**config.mk**
```make
export PLATFORM = sky130hd
export DESIGN_NAME = vctos_ctrl
export DESIGN_NICKNAME = d
export VERILOG_FILES = /design/src/rtl/vctos_pkg.sv /design/src/rtl/vctos_ctrl.sv
export VERILOG_INCLUDE_DIRS = /design/src /design/src/rtl
export SDC_FILE = /design/constraint.sdc
export NUM_CORES = 1
export LEC_CHECK = 0
export BUFFER_PORTS_ARGS = -buffer_cell sky130_fd_sc_hd__buf_2
export CAP_MARGIN = 25
export CORE_AREA = 2 2 39 41
export DETAILED_ROUTE_END_ITERATION = 12
export DIE_AREA = 0 0 41 43
export HOLD_SLACK_MARGIN = 0.06
export PLACE_DENSITY_LB_ADDON = 0.08
export SLEW_MARGIN = 0
export SYNTH_ARGS = -nofsm -noshare
export SYNTH_HDL_FRONTEND = slang
export SYNTH_SLANG_ARGS = --single-unit
```
**constraint.sdc**
```tcl
create_clock -name clock -period 1.1 [get_ports clock]
set_clock_uncertainty 0.05 [all_clocks]
set_input_delay 0.11 -clock clock [delete_from_list [all_inputs] [get_ports clock]]
set_output_delay 0.11 -clock clock [all_outputs]
set_load 0.005 [all_outputs]
```
**src/rtl/value_count_tree_order_statistics_defines.svh**
```systemverilog
// ----------------------------------------------------------------------------
// Assertion macros for the value count tree order statistics block
// Concurrent assertion wrappers that compile away under NO_ASSERTIONS.
// ----------------------------------------------------------------------------
`ifndef VALUE_COUNT_TREE_ORDER_STATISTICS_DEFINES_SVH
`define VALUE_COUNT_TREE_ORDER_STATISTICS_DEFINES_SVH
`ifndef NO_ASSERTIONS
`define VCTOS_ASSERT(lbl, clk, rst, prop, msg) \
   lbl: assert property (@(posedge clk) disable iff (rst) prop) else $error(msg);
`define VCTOS_ASSERT_NEXT(lbl, clk, rst, ante, cons, msg) \
   lbl: assert property (@(posedge clk) disable iff (rst) (ante) |=> (cons)) else $error(msg);
`else
`define VCTOS_ASSERT(lbl, clk, rst, prop, msg)
`define VCTOS_ASSERT_NEXT(lbl, clk, rst, ante, cons, msg)
`endif
`endif

```
**src/rtl/vctos_pkg.sv**
```systemverilog
// ----------------------------------------------------------------------------
// vctos_pkg
// Types, codes and constants shared by the order statistics tree block.
// ----------------------------------------------------------------------------
`default_nettype none
package vctos_pkg;

   localparam int VALUE_RANGE_DEFAULT = 1024;
   localparam logic [10:0] DOMAIN_RESET = 11'd1024;
   localparam logic [62:0] INV_MAX = {63{1'b1}};
   localparam logic [31:0] COUNT_MAX = 32'hFFFF_FFFF;

   localparam logic [2:0] MODE_INSERT  = 3'd0;
   localparam logic [2:0] MODE_COUNT   = 3'd1;
   localparam logic [2:0] MODE_RANGE   = 3'd2;
   localparam logic [2:0] MODE_KTH_MIN = 3'd3;
   localparam logic [2:0] MODE_KTH_MAX = 3'd4;

   localparam logic [1:0] STATUS_OK     = 2'd0;
   localparam logic [1:0] STATUS_DOMAIN = 2'd1;
   localparam logic [1:0] STATUS_RANK   = 2'd2;
   localparam logic [1:0] STATUS_SAT    = 2'd3;

   typedef struct packed {
      logic [2:0]  mode;
      logic [10:0] value;
      logic [10:0] range_high;
      logic [31:0] rank;
   } req_type;

   typedef struct packed {
      logic [31:0] answer;
      logic [62:0] inversion_total;
      logic [1:0]  status;
   } rsp_type;

   typedef enum logic [2:0] {
      ST_CLEAR,
      ST_IDLE,
      ST_START,
      ST_LO_READ,
      ST_LO_EVAL,
      ST_READ,
      ST_EVAL,
      ST_FINISH
   } state_type;

   typedef struct packed {
      logic clear_step;
      logic accept;
      logic start_lo;
      logic start_main;
      logic eval;
      logic lo_pass;
      logic finish;
   } cmd_type;

   typedef struct packed {
      logic clear_done;
      logic need_descent;
      logic lo_first;
      logic is_leaf;
      logic out_free;
   } stat_type;

endpackage
`default_nettype wire

```
**src/rtl/vctos_ctrl.sv**
```systemverilog
// ----------------------------------------------------------------------------
// vctos_ctrl
// Sequencer for the clearing sweep, tree descents and result transfer.
// ----------------------------------------------------------------------------
`default_nettype none
`include "value_count_tree_order_statistics_defines.svh"
module vctos_ctrl (
   input  wire logic               clock,
   input  wire logic               reset,
   input  wire logic               req_valid,
   output logic                    req_ready,
   input  wire vctos_pkg::stat_type stat,
   output vctos_pkg::cmd_type      cmd
);

   vctos_pkg::state_type state_ff, state_in;

   always_ff @(posedge clock) begin
      if (reset) begin
         state_ff <= vctos_pkg::ST_CLEAR;
      end else begin
         state_ff <= state_in;
      end
   end

   always_comb begin
      state_in = state_ff;
      case (state_ff)
         vctos_pkg::ST_CLEAR: begin
            if (stat.clear_done) state_in = vctos_pkg::ST_IDLE;
         end
         vctos_pkg::ST_IDLE: begin
            if (req_valid) state_in = vctos_pkg::ST_START;
         end
         vctos_pkg::ST_START: begin
            if (!stat.need_descent) state_in = vctos_pkg::ST_FINISH;
            else if (stat.lo_first) state_in = vctos_pkg::ST_LO_READ;
            else state_in = vctos_pkg::ST_READ;
         end
         vctos_pkg::ST_LO_READ: state_in = vctos_pkg::ST_LO_EVAL;
         vctos_pkg::ST_LO_EVAL: begin
            state_in = stat.is_leaf ? vctos_pkg::ST_READ : vctos_pkg::ST_LO_READ;
         end
         vctos_pkg::ST_READ: state_in = vctos_pkg::ST_EVAL;
         vctos_pkg::ST_EVAL: begin
            state_in = stat.is_leaf ? vctos_pkg::ST_FINISH : vctos_pkg::ST_READ;
         end
         vctos_pkg::ST_FINISH: begin
            if (stat.out_free) state_in = vctos_pkg::ST_IDLE;
         end
         default: state_in = vctos_pkg::ST_CLEAR;
      endcase
   end

   always_comb begin
      cmd = '0;
      req_ready = 1'b0;
      case (state_ff)
         vctos_pkg::ST_CLEAR: cmd.clear_step = !stat.clear_done;
         vctos_pkg::ST_IDLE: begin
            req_ready = 1'b1;
            cmd.accept = req_valid;
         end
         vctos_pkg::ST_START: begin
            cmd.start_lo = stat.need_descent && stat.lo_first;
            cmd.start_main = stat.need_descent && !stat.lo_first;
         end
         vctos_pkg::ST_LO_EVAL: begin
            cmd.eval = 1'b1;
            cmd.lo_pass = 1'b1;
            cmd.start_main = stat.is_leaf;
         end
         vctos_pkg::ST_EVAL: cmd.eval = 1'b1;
         vctos_pkg::ST_FINISH: cmd.finish = stat.out_free;
         default: cmd = '0;
      endcase
   end

   `VCTOS_ASSERT(a_finish_free, clock, reset, cmd.finish |-> stat.out_free,
      "Result loaded while previous result pending")
   `VCTOS_ASSERT(a_accept_cleared, clock, reset, cmd.accept |-> stat.clear_done,
      "Item accepted before clearing sweep finished")
   `VCTOS_ASSERT_NEXT(a_start_descends, clock, reset, cmd.start_main && !cmd.eval,
      state_ff == vctos_pkg::ST_READ, "Main descent did not begin")

endmodule
`default_nettype wire

```
==> impl_metrics.py <==
metrics = {
    "sta": {
        "min_period_ns": 1.26,
        "setup_viol": 9,
        "period_share_pct": 115,
        "max_freq_mhz": 792,
        "fin_ws_ns": -0.163,
        "slew_headroom_pct": 78.5,
        "rsz0062_at_grt": "true",
        "tns_ns": -0.961,
        "slew_violations": 0,
        "tightest_slew_ns": 0.319,
        "hold_violations": 0,
    },
    "logic_synthesis": {
        "ys_seq_area_share_pct": 22.4,
        "ys_ff_latch": 3,
        "syn_nets": 43,
        "synth_top_family_by_area": "simple AND/OR/NAND/NOR gates",
        "postSynthCellCount": 35,
        "synth_xor_area_share_pct": 0,
        "synthSimpleGateAreaFrac_pct": 33.2,
        "synth_area_sq_um": 268,
        "yosys.area_share.adder_pct": 0,
        "synthMuxAreaShare_pct": 0,
        "yosys_warnings": 0,
        "synth_cell_types": 24,
        "synth_compound_area_share_pct": 29.4,
        "synth_area_per_cell_sq_um": 7.65,
    },
    "floorplan": {
        "rows": 14,
        "die_width_um": 41,
        "core_sq_mm": 0.00138,
        "fp.dieH_um": 43,
        "start_util_pct": 19.3,
        "ios": 16,
        "dieArea_sq_mm": 0.00176,
    },
    "finish": {
        "multi_input_area_sq_um": 259,
        "layout_commonest_cell": "buf_2",
        "largest_register_ffs": 3,
        "drive_gt1_share_pct": 78.8,
        "fin_util_pct": 43.9,
        "largest_register": "state_ff",
        "top_regs": "state_ff x3",
        "diodes": 0,
        "area_delta_synth_final_pct": 127,
        "instances_no_fill": 82,
        "nets": 75,
        "final_cell_mix": "buf_2 (14), buf_4 (10), buf_6 (5)",
        "seqCellArea_sq_um": 71.3,
        "n_fill_cell": 157,
    },
    "clocking": {
        "htreeDepth": 1,
        "cts_root_buf": "clkbuf_4",
        "cts_sinks": 3,
        "cts_buffers": 3,
        "clk_path_buf_depth": 2,
        "cts_tree": "yes",
        "clk_pin_slew_ns": 0.04,
        "insertion_delay_ns": 0.23,
    },
    "detailed_routing": {
        "via_per_inst": 4.62,
        "wl_per_cell_um": 11.8,
        "first_iter_violations": 3,
        "routed-via-count": 379,
        "wl_um": 968,
        "ant_nets": 0,
        "post-route-drc-count": 0,
        "dr.pass1.iters": 2,
    },
    "critical_path": {
        "cp.required_ns": 0.94,
        "path_max_fanout": 6,
        "arrival_ns": 1.10,
        "critPathLaunchType": "flop",
        "critPathKind": "reg -> out",
        "end_kind": "output pin",
    },
    "placement": {
        "portBuffers": 15,
        "gp_congestion": 0.701,
        "place_hpwl_um": 676,
        "placedCellCount": 72,
    },
    "outcome": {
        "violations": "setup timing",
        "status": "finished, violations left",
    },
    "power_and_ir_drop": {
        "power.density_mw_per_mm2": 1060,
        "ir_drop_mv": 0.545,
        "power.leakage_nw": 0.285,
        "fin_total_pwr_w": 0.000645,
    },
    "global_route": {
        "grt_pass1_wl_mm": 1.56,
        "grt_max_degree": 7,
        "grt_pass1_vias": 398,
        "grt_antenna_before_repair": 0,
        "grt_overflow_total": 0,
        "grt_use_total_pct": 12.9,
    },
    "flow_run": {
        "drv_cap": 0,
    },
    "hold_path": {
        "hp-class": "in -> reg",
    },
}
==> synthesized netlist by cell type <==
master	instances	share of area, %
a2111oi_2	1	5.6
a21o_2	1	3.3
a21oi_1	3	5.6
a311oi_1	1	3.3
and2_2	1	2.8
and3_1	1	2.3
and4_4	1	4.2
buf_2	1	1.9
buf_4	1	2.8
buf_6	1	4.2
dfxtp_1	3	22
inv_1	1	1.4
inv_2	1	1.4
inv_6	1	3.3
nand2_1	2	2.8
nor2_1	3	4.2
nor3_1	5	9.3
nor3b_1	1	2.8
nor4_1	1	2.3
o211ai_1	1	2.8
o21ai_0	1	1.9
o21ba_1	1	3.7
o32ai_1	1	3.3
or2_0	1	2.3
==> routing by layer <==
layer,vias up,wire length (um),GRT usage (%)
met4,0,0,2.00
met3,0,69,6.28
met1,172,403,15.3
met5,-,0,0
li1,190,-,-
met2,17,495,20.6
==> logic make-up after synthesis <==
logic type,count (synthesis)
buffers and inverters,6
and+or+nand+nor,16
DFF,3
AOI/OAI and AO/OA,10
==> layout make-up <==
cell class | count | share of cell area, %
multi-input combinational | 26 | 42.7
timing repair buffer | 30 | 34.8
sequential | 3 | 11.8
clock buffer | 4 | 4.33
tap | 16 | 3.30
inverter | 3 | 3.09
==> timing repair <==
| item | CTS | global route |
|---|---|---|
| resized for setup | 20 | 10 |
| pin swaps | 9 | 5 |
| endpoints found under the setup margin | 11 | 11 |
| hold buffers | 1 | 0 |
| hold endpoints to repair | 2 | 0 |
| setup buffers | 3 | 2 |
==> power breakdown <==
part	internal, W	switching [W]
Sequential	0.000126	0.0000356
Combinational	0.000163	0.000131
Clock	0.000136	0.0000528
Total	0.000426	0.000219
==> final timing paths <==
| path | slack [ns] | from | endpoint | cells past startpoint |
|---|---|---|---|---|
| min reg2reg | 0.58 | state_ff[0]$_SDFFE_PP0P_ | state_ff[0]$_SDFFE_PP0P_ | 2 |
| min | 0.20 | req_valid | state_ff[0]$_SDFFE_PP0P_ | 3 |
| max reg2reg | -0.08 | state_ff[0]$_SDFFE_PP0P_ | state_ff[1]$_SDFFE_PP0P_ | 6 |
| max | -0.16 | state_ff[2]$_SDFFE_PP0P_ | cmd[4] | 4 |
==> critical path, cell delays in order (launching register included) <==
cell and delay, ns:
dfxtp_4 0.37, inv_4 0.08, and4_4 0.22, and2_4 0.13
buf_6 0.08
==> stage by stage <==
| step | area, sq um | hold WS (ns) | worst slack [ns] |
|---|---|---|---|
| detailed placement | 407 | 0.265 | -0.115 |
| floorplan | 268 | 0.129 | 0.00306 |
| global placement | 407 | 0.272 | -0.0893 |
| finish | 607 | 0.199 | -0.163 |
| global route | 607 | 0.199 | -0.229 |
| CTS | 544 | 0.168 | -0.159 |
Power figures use the tool's default switching activity.
